### config.mk
export PLATFORM = sky130hd
export DESIGN_NAME = tea_davies_meyer_name_hash_top_flat
export DESIGN_NICKNAME = d
export VERILOG_FILES = /design/src/tdmh_pkg.sv /design/src/tdmh_chunk_if.sv /design/src/tdmh_hash_if.sv /design/src/tdmh_cfg_if.sv /design/src/tdmh_ctrl.sv /design/src/tdmh_datapath.sv /design/src/tea_davies_meyer_name_hash_top.sv /design/src/flat_wrapper.sv
export SDC_FILE = /design/constraint.sdc
export NUM_CORES = 2
export LEC_CHECK = 0
export BUFFER_PORTS_ARGS = -buffer_cell sky130_fd_sc_hd__buf_2
export CELL_PAD_IN_SITES_DETAIL_PLACEMENT = 1
export CELL_PAD_IN_SITES_GLOBAL_PLACEMENT = 2
export CORE_UTILIZATION = 41
export CTS_BUF_LIST = sky130_fd_sc_hd__clkbuf_4 sky130_fd_sc_hd__clkbuf_8 sky130_fd_sc_hd__clkbuf_16
export DETAILED_ROUTE_END_ITERATION = 10
export PLACE_DENSITY_LB_ADDON = 0.1
export SYNTH_ARGS = -nofsm -noshare
export SYNTH_HDL_FRONTEND = slang
export SYNTH_SLANG_ARGS = --single-unit
### constraint.sdc
create_clock -name clk -period 16.5 [get_ports clk]
set_clock_uncertainty 0.15 [all_clocks]
set_input_delay 3.3 -clock clk [delete_from_list [all_inputs] [get_ports clk]]
set_output_delay 3.3 -clock clk [all_outputs]
set_load 0.05 [all_outputs]
### src/tdmh_pkg.sv
package tdmh_pkg;

	// Round counts and length counter width
	localparam int PARTIAL_ROUNDS = 6;
	localparam int FINAL_ROUNDS   = 10;
	localparam int LENGTH_BITS    = 16;

	localparam int MAX_ROUNDS = (PARTIAL_ROUNDS > FINAL_ROUNDS) ? PARTIAL_ROUNDS : FINAL_ROUNDS;
	localparam int RND_W      = (MAX_ROUNDS > 1) ? $clog2(MAX_ROUNDS) : 1;
	// Round sum never exceeds (MAX_ROUNDS + 1) * delta
	localparam int SUM_W      = 32 + $clog2(MAX_ROUNDS + 1);

	localparam logic [RND_W-1:0] PARTIAL_LAST = RND_W'(PARTIAL_ROUNDS - 1);
	localparam logic [RND_W-1:0] FINAL_LAST   = RND_W'(FINAL_ROUNDS - 1);

	localparam logic [31:0] TEA_DELTA  = 32'h9E37_79B9;
	localparam logic [31:0] KEY0_RESET = 32'h9464_A485;
	localparam logic [31:0] KEY1_RESET = 32'h542E_1A94;

	// Chunk byte count
	localparam int              CNT_W      = 5;
	localparam logic [CNT_W-1:0] CHUNK_FULL = 5'd16;

	// Configuration register indexes
	localparam int                   CFG_IDX_W     = 1;
	localparam logic [CFG_IDX_W-1:0] REG_KEY_WORD0 = 1'b0;
	localparam logic [CFG_IDX_W-1:0] REG_KEY_WORD1 = 1'b1;

	// Commands from the controller to the datapath
	typedef struct packed {
		logic start;      // chunk transfer: latch payload, update length
		logic new_name;   // chunk opens a name: reload chain from keys
		logic load;       // build words, seed round state
		logic pack_tail;  // build words from leftover bytes and pad
		logic half_a;     // first half of a round
		logic half_b;     // second half of a round
		logic feed;       // add round state into chain
		logic emit;       // load result register
	} cmd_t;

endpackage

### src/tdmh_chunk_if.sv
interface tdmh_chunk_if import tdmh_pkg::*; ();
	logic             valid;
	logic             ready;
	logic [63:0]      bytes_low;
	logic [63:0]      bytes_high;
	logic [CNT_W-1:0] byte_count;
	logic             last_chunk;

	modport source (output valid, bytes_low, bytes_high, byte_count, last_chunk, input ready);
	modport sink   (input valid, bytes_low, bytes_high, byte_count, last_chunk, output ready);
endinterface

### src/tdmh_hash_if.sv
interface tdmh_hash_if;
	logic        valid;
	logic        ready;
	logic [63:0] hash_value;
	logic        length_overflow;

	modport source (output valid, hash_value, length_overflow, input ready);
	modport sink   (input valid, hash_value, length_overflow, output ready);
endinterface

### src/tdmh_cfg_if.sv
interface tdmh_cfg_if import tdmh_pkg::*; ();
	logic                 valid;
	logic                 ready;
	logic [CFG_IDX_W-1:0] index;
	logic [31:0]          data;

	modport source (output valid, index, data, input ready);
	modport sink   (input valid, index, data, output ready);
endinterface

### src/tdmh_ctrl.sv
module tdmh_ctrl import tdmh_pkg::*; (
	input  logic             clk,
	input  logic             arst_n,
	input  logic             in_valid,
	input  logic             in_last,
	input  logic [CNT_W-1:0] in_count,
	output logic             in_ready,
	input  logic             out_ready,
	output logic             out_valid,
	output cmd_t             cmd
);

	localparam logic [2:0] ST_IDLE   = 3'd0;
	localparam logic [2:0] ST_LOAD   = 3'd1;
	localparam logic [2:0] ST_HALF_A = 3'd2;
	localparam logic [2:0] ST_HALF_B = 3'd3;
	localparam logic [2:0] ST_FEED   = 3'd4;
	localparam logic [2:0] ST_EMIT   = 3'd5;

	logic [2:0]       state_q;
	logic [RND_W-1:0] rnd_q;
	logic             in_name_q;
	logic             last_q;
	logic             full_q;
	logic             tail_q;
	logic             out_valid_q;
	logic             pack;
	logic             accept;
	logic             out_free;

	assign in_ready  = (state_q == ST_IDLE);
	assign accept    = in_valid && in_ready;
	assign out_valid = out_valid_q;
	assign out_free  = !out_valid_q || out_ready;
	// Pack leftover bytes on the tail pass or on a short last chunk
	assign pack      = tail_q || (last_q && !full_q);

	// Decode commands
	always_comb begin
		cmd           = '0;
		cmd.start     = accept;
		cmd.new_name  = accept && !in_name_q;
		cmd.load      = (state_q == ST_LOAD);
		cmd.pack_tail = pack;
		cmd.half_a    = (state_q == ST_HALF_A);
		cmd.half_b    = (state_q == ST_HALF_B);
		cmd.feed      = (state_q == ST_FEED);
		cmd.emit      = (state_q == ST_EMIT) && out_free;
	end

	// Sequence the rounds of each chunk
	always_ff @(posedge clk or negedge arst_n) begin
		if (!arst_n) begin
			state_q     <= ST_IDLE;
			rnd_q       <= '0;
			in_name_q   <= 1'b0;
			last_q      <= 1'b0;
			full_q      <= 1'b0;
			tail_q      <= 1'b0;
			out_valid_q <= 1'b0;
		end else begin
			if (out_valid_q && out_ready) begin
				out_valid_q <= 1'b0;
			end
			case (state_q)
				ST_IDLE: begin
					if (accept) begin
						in_name_q <= 1'b1;
						last_q    <= in_last;
						full_q    <= !in_last || in_count[CNT_W-1];
						tail_q    <= 1'b0;
						state_q   <= ST_LOAD;
					end
				end
				ST_LOAD: begin
					rnd_q   <= pack ? FINAL_LAST : PARTIAL_LAST;
					state_q <= ST_HALF_A;
				end
				ST_HALF_A: begin
					state_q <= ST_HALF_B;
				end
				ST_HALF_B: begin
					if (rnd_q == '0) begin
						state_q <= ST_FEED;
					end else begin
						rnd_q   <= rnd_q - 1'b1;
						state_q <= ST_HALF_A;
					end
				end
				ST_FEED: begin
					if (pack) begin
						state_q <= ST_EMIT;
					end else if (last_q) begin
						tail_q  <= 1'b1;
						state_q <= ST_LOAD;
					end else begin
						state_q <= ST_IDLE;
					end
				end
				ST_EMIT: begin
					if (out_free) begin
						out_valid_q <= 1'b1;
						in_name_q   <= 1'b0;
						state_q     <= ST_IDLE;
					end
				end
				default: begin
					state_q <= ST_IDLE;
				end
			endcase
		end
	end

endmodule

### src/tdmh_datapath.sv
module tdmh_datapath import tdmh_pkg::*; (
	input  logic                 clk,
	input  logic                 arst_n,
	input  cmd_t                 cmd,
	input  logic [63:0]          in_bytes_low,
	input  logic [63:0]          in_bytes_high,
	input  logic [CNT_W-1:0]     in_count,
	input  logic                 in_last,
	input  logic                 cfg_write,
	input  logic [CFG_IDX_W-1:0] cfg_index,
	input  logic [31:0]          cfg_data,
	output logic [63:0]          hash_value,
	output logic                 length_overflow
);

	logic [31:0]            key0_q;
	logic [31:0]            key1_q;
	logic [63:0]            lo_q;
	logic [63:0]            hi_q;
	logic [CNT_W-1:0]       cnt_q;
	logic [LENGTH_BITS-1:0] len_q;
	logic                   ovf_q;
	logic [63:0]            chain0_q;
	logic [63:0]            chain1_q;
	logic [63:0]            b0_q;
	logic [63:0]            b1_q;
	logic [SUM_W-1:0]       sum_q;
	logic [3:0][63:0]       w_q;
	logic [63:0]            hash_q;
	logic                   ovf_out_q;

	logic [CNT_W-1:0]       add_cnt;
	logic [LENGTH_BITS-1:0] len_base;
	logic [LENGTH_BITS:0]   len_total;
	logic [3:0][31:0]       cw;
	logic [3:0]             rest;
	logic [63:0]            len64;
	logic [63:0]            pad0;
	logic [63:0]            pad;
	logic [3:0][63:0]       w_next;
	logic [63:0]            sum64;
	logic [63:0]            mix_a;
	logic [63:0]            mix_b;

	assign hash_value      = hash_q;
	assign length_overflow = ovf_out_q;

	// Key registers
	always_ff @(posedge clk or negedge arst_n) begin
		if (!arst_n) begin
			key0_q <= KEY0_RESET;
			key1_q <= KEY1_RESET;
		end else if (cfg_write) begin
			case (cfg_index)
				REG_KEY_WORD0: key0_q <= cfg_data;
				REG_KEY_WORD1: key1_q <= cfg_data;
				default: begin
				end
			endcase
		end
	end

	// Length accumulation: counts above sixteen and non-last chunks count as sixteen
	assign add_cnt   = (!in_last || in_count[CNT_W-1]) ? CHUNK_FULL : in_count;
	assign len_base  = cmd.new_name ? '0 : len_q;
	assign len_total = {1'b0, len_base} + (LENGTH_BITS+1)'(add_cnt);

	// Word building: full chunk words or leftover bytes over the length pad
	assign cw[0] = lo_q[31:0];
	assign cw[1] = lo_q[63:32];
	assign cw[2] = hi_q[31:0];
	assign cw[3] = hi_q[63:32];
	assign rest  = cnt_q[CNT_W-1] ? 4'd0 : cnt_q[3:0];
	assign len64 = 64'(len_q);
	assign pad0  = len64 | (len64 << 8);
	assign pad   = pad0 | (pad0 << 16);

	always_comb begin
		for (int k = 0; k < 4; k++) begin
			if (!cmd.pack_tail || (2'(k) < rest[3:2])) begin
				w_next[k] = 64'(cw[k]);
			end else if (2'(k) == rest[3:2]) begin
				case (rest[1:0])
					2'd0: w_next[k] = pad;
					2'd1: w_next[k] = {pad[55:0], cw[k][7:0]};
					2'd2: w_next[k] = {pad[47:0], cw[k][7:0], cw[k][15:8]};
					2'd3: w_next[k] = {pad[39:0], cw[k][7:0], cw[k][15:8], cw[k][23:16]};
					default: w_next[k] = pad;
				endcase
			end else begin
				w_next[k] = pad;
			end
		end
	end

	// Round functions, one half round per cycle
	assign sum64 = 64'(sum_q);
	assign mix_a = ((b1_q << 4) + w_q[0]) ^ (b1_q + sum64) ^ ((b1_q >> 5) + w_q[1]);
	assign mix_b = ((b0_q << 4) + w_q[2]) ^ (b0_q + sum64) ^ ((b0_q >> 5) + w_q[3]);

	// Chunk, chain and round registers
	always_ff @(posedge clk) begin
		if (cmd.start) begin
			lo_q  <= in_bytes_low;
			hi_q  <= in_bytes_high;
			cnt_q <= add_cnt;
			len_q <= len_total[LENGTH_BITS-1:0];
			ovf_q <= (cmd.new_name ? 1'b0 : ovf_q) | len_total[LENGTH_BITS];
			if (cmd.new_name) begin
				chain0_q <= 64'(key0_q);
				chain1_q <= 64'(key1_q);
			end
		end
		if (cmd.load) begin
			w_q   <= w_next;
			b0_q  <= chain0_q;
			b1_q  <= chain1_q;
			sum_q <= SUM_W'(TEA_DELTA);
		end
		if (cmd.half_a) begin
			b0_q <= b0_q + mix_a;
		end
		if (cmd.half_b) begin
			b1_q  <= b1_q + mix_b;
			sum_q <= sum_q + SUM_W'(TEA_DELTA);
		end
		if (cmd.feed) begin
			chain0_q <= chain0_q + b0_q;
			chain1_q <= chain1_q + b1_q;
		end
		if (cmd.emit) begin
			hash_q    <= chain0_q ^ chain1_q;
			ovf_out_q <= ovf_q;
		end
	end

endmodule

### src/tea_davies_meyer_name_hash_top.sv
// Channel  Direction  Payload                                       Transfer
// chunk    in         bytes_low, bytes_high, byte_count, last_chunk  valid & ready
// hash     out        hash_value, length_overflow                   valid & ready
// cfg      in         index, data (32-bit key words)                valid & ready
//
// A chunk that is not last goes from transfer to the next ready through a setup state,
// a first and a second half per TEA round on the shared round unit, and one chain add.
// A short last chunk pads its leftover bytes; a 16-byte one adds a tail pass of pad.
// Reset loads the key registers with their defaults; cfg is always ready.
// A held result does not block the next chunk; a second result waits for it.
module tea_davies_meyer_name_hash_top import tdmh_pkg::*; (
	input  logic           clk,
	input  logic           arst_n,
	tdmh_chunk_if.sink     chunk,
	tdmh_hash_if.source    hash,
	tdmh_cfg_if.sink       cfg
);

	cmd_t cmd;

	// Accept key writes in any cycle
	assign cfg.ready = 1'b1;

	tdmh_ctrl u_ctrl (
		.clk       (clk),
		.arst_n    (arst_n),
		.in_valid  (chunk.valid),
		.in_last   (chunk.last_chunk),
		.in_count  (chunk.byte_count),
		.in_ready  (chunk.ready),
		.out_ready (hash.ready),
		.out_valid (hash.valid),
		.cmd       (cmd)
	);

	tdmh_datapath u_datapath (
		.clk             (clk),
		.arst_n          (arst_n),
		.cmd             (cmd),
		.in_bytes_low    (chunk.bytes_low),
		.in_bytes_high   (chunk.bytes_high),
		.in_count        (chunk.byte_count),
		.in_last         (chunk.last_chunk),
		.cfg_write       (cfg.valid),
		.cfg_index       (cfg.index),
		.cfg_data        (cfg.data),
		.hash_value      (hash.hash_value),
		.length_overflow (hash.length_overflow)
	);

endmodule
### src/flat_wrapper.sv
// flat-port wrapper written by rule: the top's interface ports become plain ports
module tea_davies_meyer_name_hash_top_flat import tdmh_pkg::*;
  (clk, arst_n, chunk_valid, chunk_bytes_low, chunk_bytes_high, chunk_byte_count, chunk_last_chunk, chunk_ready, hash_valid, hash_hash_value, hash_length_overflow, hash_ready, cfg_valid, cfg_index, cfg_data, cfg_ready);
  tdmh_chunk_if chunk_i ();
  tdmh_hash_if hash_i ();
  tdmh_cfg_if cfg_i ();
  input  logic clk;
  input  logic arst_n;
  input wire logic [$bits(chunk_i.valid)-1:0] chunk_valid;
  input wire logic [$bits(chunk_i.bytes_low)-1:0] chunk_bytes_low;
  input wire logic [$bits(chunk_i.bytes_high)-1:0] chunk_bytes_high;
  input wire logic [$bits(chunk_i.byte_count)-1:0] chunk_byte_count;
  input wire logic [$bits(chunk_i.last_chunk)-1:0] chunk_last_chunk;
  output wire logic [$bits(chunk_i.ready)-1:0] chunk_ready;
  output wire logic [$bits(hash_i.valid)-1:0] hash_valid;
  output wire logic [$bits(hash_i.hash_value)-1:0] hash_hash_value;
  output wire logic [$bits(hash_i.length_overflow)-1:0] hash_length_overflow;
  input wire logic [$bits(hash_i.ready)-1:0] hash_ready;
  input wire logic [$bits(cfg_i.valid)-1:0] cfg_valid;
  input wire logic [$bits(cfg_i.index)-1:0] cfg_index;
  input wire logic [$bits(cfg_i.data)-1:0] cfg_data;
  output wire logic [$bits(cfg_i.ready)-1:0] cfg_ready;
  assign chunk_i.valid = chunk_valid;
  assign chunk_i.bytes_low = chunk_bytes_low;
  assign chunk_i.bytes_high = chunk_bytes_high;
  assign chunk_i.byte_count = chunk_byte_count;
  assign chunk_i.last_chunk = chunk_last_chunk;
  assign chunk_ready = chunk_i.ready;
  assign hash_valid = hash_i.valid;
  assign hash_hash_value = hash_i.hash_value;
  assign hash_length_overflow = hash_i.length_overflow;
  assign hash_i.ready = hash_ready;
  assign cfg_i.valid = cfg_valid;
  assign cfg_i.index = cfg_index;
  assign cfg_i.data = cfg_data;
  assign cfg_ready = cfg_i.ready;
  tea_davies_meyer_name_hash_top u_core (.clk(clk), .arst_n(arst_n), .chunk(chunk_i), .hash(hash_i), .cfg(cfg_i));
endmodule
Word level (Yosys, flattened, before mapping) --
Cells that the tools add are included.
Cells by class: add/sub/neg operators 13, magnitude comparators 4, equality and inequality tests 16, muxes and demuxes 47, bitwise logic cells 9, reduce and logical (&&, ||, !) cells 35
Operators by type and width (number):
- case mux 64 bit (4 select lines) | 4
- two-way mux 64 bit | 14
- adder 64 bit | 6
- bitwise XOR 64 bit | 5
- adder 59 x 64 -> 64 bit | 2
- adder 64 x 36 -> 64 bit | 2
- two-way mux 32 bit | 4
- two-way mux 36 bit | 2
- OR 24 x 40 -> 40 bit | 1
- adder 36 x 32 -> 36 bit, second input constant | 1
- OR 16 x 24 -> 24 bit | 1
- case mux 3 bit (6 select lines) | 1
- adder 16 x 5 -> 17 bit | 1
- two-way mux 16 bit | 1
- two-way mux 3 bit | 4
- two-way mux 4 bit | 3
- AND reduction 2 bit | 6
- nonzero test 2 bit | 6
- two-way mux 1 bit | 10
- inequality test 2 bit, second input constant | 4
- case mux 4 bit (2 select lines) | 1
- logical OR 1 bit | 7
- equality test 3 x 2 -> 1 bit, second input constant | 2
- equality test 3 bit, second input constant | 2
- 20 further kinds | 34
Word-level totals: bits in registers 839, input bits 172, output and inout bits 68, word-level logic and storage cells 153

Logic depth before layout (Yosys ltp) --
depth after elaboration 6, gate-level depth with buffers 29, gate-level depth less buffers 27

By module --
From an unflattened synthesis, not the netlist that was laid out.
Second synthesis, totals: cells, all modules 7085, area, all modules 67472.2 µm²
By module, submodules not included:
- tdmh_datapath | times used 1, cells an instance 7004, area each 66707.7 µm², seq. area each 24544.8 µm²
- tdmh_ctrl | times used 1, cells an instance 79, area each 753.2 µm², seq. area each 300.3 µm²
- tea_davies_meyer_name_hash_top | times used 1, cells an instance 2, area each 11.3 µm², seq. area each 0.0 µm²

Least setup slack after synthesis --
No wires, ideal clock.
kind reg2reg, from register u_core.u_ctrl.state_q[0], to register u_core.u_datapath.w_q[0] in the netlist's numbering, enable pin, setup time 882 ps, data arrival time 11398 ps, required time 15468 ps, path slack 4070 ps, cell stages (with the launch flop) 4, buffers on the path 1, period minus slack after synthesis 12430 ps, cell sequence dfrtp_1 > clkbuf_1 > nand2b_1 > nor2_1
On the way: word-level cells in the longest chain between the ends 1
RTL lines:
- start, declared | line tdmh_ctrl.sv:20 | logic [2:0] state_q;
- start signal, assigned | line tdmh_ctrl.sv:54 | state_q <= ST_IDLE;
- start signal, assigned | line tdmh_ctrl.sv:72 | state_q <= ST_LOAD;
- start signal, assigned | line tdmh_ctrl.sv:77 | state_q <= ST_HALF_A;
- equality test 3 x 1 -> 1 bit | line tdmh_ctrl.sv:43 | cmd.load = (state_q == ST_LOAD);
- end signal, assigned | line tdmh_datapath.sv:115 | w_q <= w_next;
- end, declared | line tdmh_datapath.sv:28 | logic [3:0][63:0] w_q;
No other way between the ends. A chain may end at the register's enable or synchronous reset.

Worst setup path after layout --
from register u_core.u_datapath.b1_q[0], to register u_core.u_datapath.b0_q[63], data pin
On the way: word-level cells in the longest chain between the ends 5, elaborated cells on any way between the ends 6, classes of those cells 3 x add/sub; 1 x mux; 2 x bitwise
RTL lines:
- start, declared | line tdmh_datapath.sv:26 | logic [63:0] b1_q;
- start signal, assigned | line tdmh_datapath.sv:117 | b1_q <= chain1_q;
- start signal, assigned | line tdmh_datapath.sv:124 | b1_q <= b1_q + mix_b;
- adder 64 x 36 -> 64 bit / adder 64 bit (equally long branches) | line tdmh_datapath.sv:98 | assign mix_a = ((b1_q << 4) + w_q[0]) ^ (b1_q + sum64) ^ ((b1_q >> 5) + w_q[1]);
- bitwise XOR 64 bit * (2 in a row) | line tdmh_datapath.sv:98
- adder 64 bit * | line tdmh_datapath.sv:121 | b0_q <= b0_q + mix_a;
- two-way mux 64 bit * | line tdmh_datapath.sv:120 | if (cmd.half_a) begin
- end signal, assigned | line tdmh_datapath.sv:116 | b0_q <= chain0_q;
- end signal, assigned | line tdmh_datapath.sv:121
- end, declared | line tdmh_datapath.sv:25 | logic [63:0] b0_q;
Mark *: on every way between the ends. The rest lies on a longest branch, timed or not.

==> flow_summary.ini <==
[yosys]
synth-edff-count = 763
async_flop_share_pct = 9.06
synth_area_um2 = 67800
synth_area_leaders = edfxtp_1, ha_1, xnor2_1, a21oi_1, o21ai_0
synth_area_leader_cell = edfxtp_1
synth.distinct_cells = 105
ys_seq_area_share_pct = 36.6
syn_area_per_cell_um2 = 9.24
synth_top_area_share_pct = 33.8
synth_fp_nets = 8107
synth-seq-cells = 839
synthFlopType = edfxtp_1
yosysMostFrequentCell = edfxtp_1
yosys_warnings = 0
syn_inst = 7342
synth_commonest_cells = edfxtp_1, nand2_1, a21oi_1

[timing]
setup_viol = 0
setup_slack_ps = 8000
tightestPinTransition_ps = 1440
period_needed_ps = 8500
tns_ps = 0
hold_violations = 0
rsz0062_at_grt = no
max_freq_mhz = 118
finalCritPeriodShare_pct = 51.5
drv_slew = 0
slew-limit-headroom_pct = 3.45

[final_layout]
drive_above_1_share_pct = 9.51
fin_nets = 8275
syn_to_final_growth_pct = 10.6
fin_area_um2 = 75000

[clocking]
cts_hold_buf = 0
cts_repair_resize_count = 0
worst_skew_pair.late_latency_ps = 760
cts_buffers = 101
cts-root-buf = clkbuf_16
clock-sinks = 839
path_clk_slew_ps = 60
cts_setup_buffers = 0
cts_tree = yes
h-tree-depth = 3
clock_path_buffers = 3

[placed_design]
gp_congestion = 1.00
dpl_worst_slack_ps = 8030
port-buffer-count = 238
hpwl_um = 234000
dpl_cell_area_um2 = 71500

[floorplanning]
die_h_um = 409
die_area_um2 = 167000
die_width_um = 409
coreArea_um2 = 164000
start_util_pct = 41.5
pin_count = 240
num_rows = 148

[setup_path]
worstReg2RegStart = u_core.u_datapath.b1_q[0]
worstRegToRegCells = 27
required_ps = 16820
crit_fanout = 5
critPathCaptureType = register
worstSetupPathType = register to register
worst-r2r-setup-slack_ps = 8000
r2r_end = u_core.u_datapath.b0_q[63]
crit_end = u_core.u_datapath.b0_q[63]
startpoint_type = register
worstSetupStartpoint = u_core.u_datapath.b1_q[0]
arrival_ps = 8820

[detailed_routing]
drtIter0Drc = 6806
num_vias = 61200
via_per_inst = 6.26
ant_nets = 0
wirelength_um = 288000
avgRoutedWirePerCell_um = 29.5
drtPass1Iterations = 6
route.detailed.drc = 0

[global_route]
grt_pass1_wl_um = 416000
grt_pass1_vias = 59500
antenna_found_initial = 24
track_usage_pct = 33.7
grt_max_degree = 143
grt_overflow = 0

[run]
maxCapViolCount = 0

[run_status]
outcome = finished, final reports clean

[min_path]
hp-class = register to register
==> sequential cells by signal (all words and copies together), names as in the netlist, 5 cells and up <==
name                          flops
u_core.u_datapath.w_q           256
u_core.u_datapath.b0_q           64
u_core.u_datapath.b1_q           64
u_core.u_datapath.chain0_q       64
u_core.u_datapath.chain1_q       64
u_core.u_datapath.hash_value     64
u_core.u_datapath.hi_q           64
u_core.u_datapath.lo_q           64
u_core.u_datapath.sum_q          36
u_core.u_datapath.key0_q         32
u_core.u_datapath.key1_q         32
u_core.u_datapath.len_q          16
u_core.u_datapath.cnt_q           5
==> through the flow <==
stage	hold WS, ps	util [%]	instances
6_report	312	45.9	9775
2_1_floorplan	277	-	7342
4_1_cts	306	45.8	9768
3_3_place_gp	293	43.8	9581
3_5_place_dp	311	43.8	9582
5_1_grt	315	45.8	9768
==> layout by cell type, fill, tap and decap left out, types with 65 or more instances in the layout <==
master / instances
nor3_1: 88
edfxtp_1: 763
nor2b_1: 73
mux2_2: 67
a31oi_1: 65
buf_2: 237
ha_1: 582
nand3_1: 158
clkbuf_16: 107
a21o_1: 406
inv_1: 134
nor2_1: 563
nand4_1: 97
o21ai_0: 612
o21bai_1: 78
a21oi_1: 691
nand2b_1: 67
and3_1: 79
buf_4: 121
nand2_1: 750
xor2_1: 260
xnor2_1: 655
==> worst max-delay path: stages, from the launching register on <==
cell       delay (ps)
edfxtp_1          540
ha_1              300
fa_1              420
a21o_1            190
a21o_1            190
a21oi_1           200
o21bai_1          170
a2111oi_0         680
o31ai_1           340
a21o_1            280
a21oi_1           250
o21bai_1          100
a21oi_1           290
o21ai_0           170
xnor3_1           480
ha_1              410
nand2_1           120
nor2_1            150
nand2_1           150
nor4_1            460
o311ai_0          580
a21o_1            380
o41ai_1           290
buf_4             200
a311oi_1          190
and3_1            220
o21ai_0           170
o2111ai_1         140
==> area by class of cell <==
| cell class | instances | area [um2] |
|---|---|---|
| tap | 2175 | 2720 |
| sequential | 839 | 24800 |
| antenna | 7 | 17.5 |
| timing repair buffer | 359 | 2110 |
| fill | 18700 | 88500 |
| inverter | 136 | 513 |
| clock buffer | 123 | 2820 |
| multi-input combinational | 6073 | 41400 |
| clock inverter | 63 | 602 |
==> cell families (layout without fill, tap and decap cells) <==
logic type                 after synthesis  count (layout)  share of synthesized area (%)
AOI/OAI and AO/OA                     2396            2396                           22.3
and+or+nand+nor                       2088            2088                           14.2
xor gates and xnor gates               923             923                           12.1
DFF                                    839             839                           36.6
adders and majority gates              593             593                           11.1
buffers and inverters                  430             681                           2.55
muxes                                   72              72                           1.19
other                                    1               8                        0.00553
==> layer usage <==
metal | wire length (um) | track usage (%)
met3 | 26000 | 5.18
met2 | 114000 | 46.6
met1 | 141000 | 53.5
met5 | 33 | 0
met4 | 7210 | 8.43
==> worst min path at each step <==
| stage | from | end | slack (ps) | depth (start not counted) |
|---|---|---|---|---|
| 4_1_cts | u_core.u_datapath.ovf_q | u_core.u_datapath.length_overflow | 310 | 0 |
| 6_report | u_core.u_datapath.ovf_q | u_core.u_datapath.length_overflow | 310 | 0 |
| 5_1_grt | u_core.u_datapath.ovf_q | u_core.u_datapath.length_overflow | 310 | 0 |
| 3_3_place_gp | u_core.u_datapath.ovf_q | u_core.u_datapath.length_overflow | 290 | 0 |
| 3_5_place_dp | u_core.u_datapath.ovf_q | u_core.u_datapath.length_overflow | 310 | 0 |
| 2_1_floorplan | u_core.u_datapath.ovf_q | u_core.u_datapath.length_overflow | 280 | 0 |
Power is left out: the tool's default activity adds up to more than one toggle a clock period on the data nets, which glitch-free logic cannot reach.
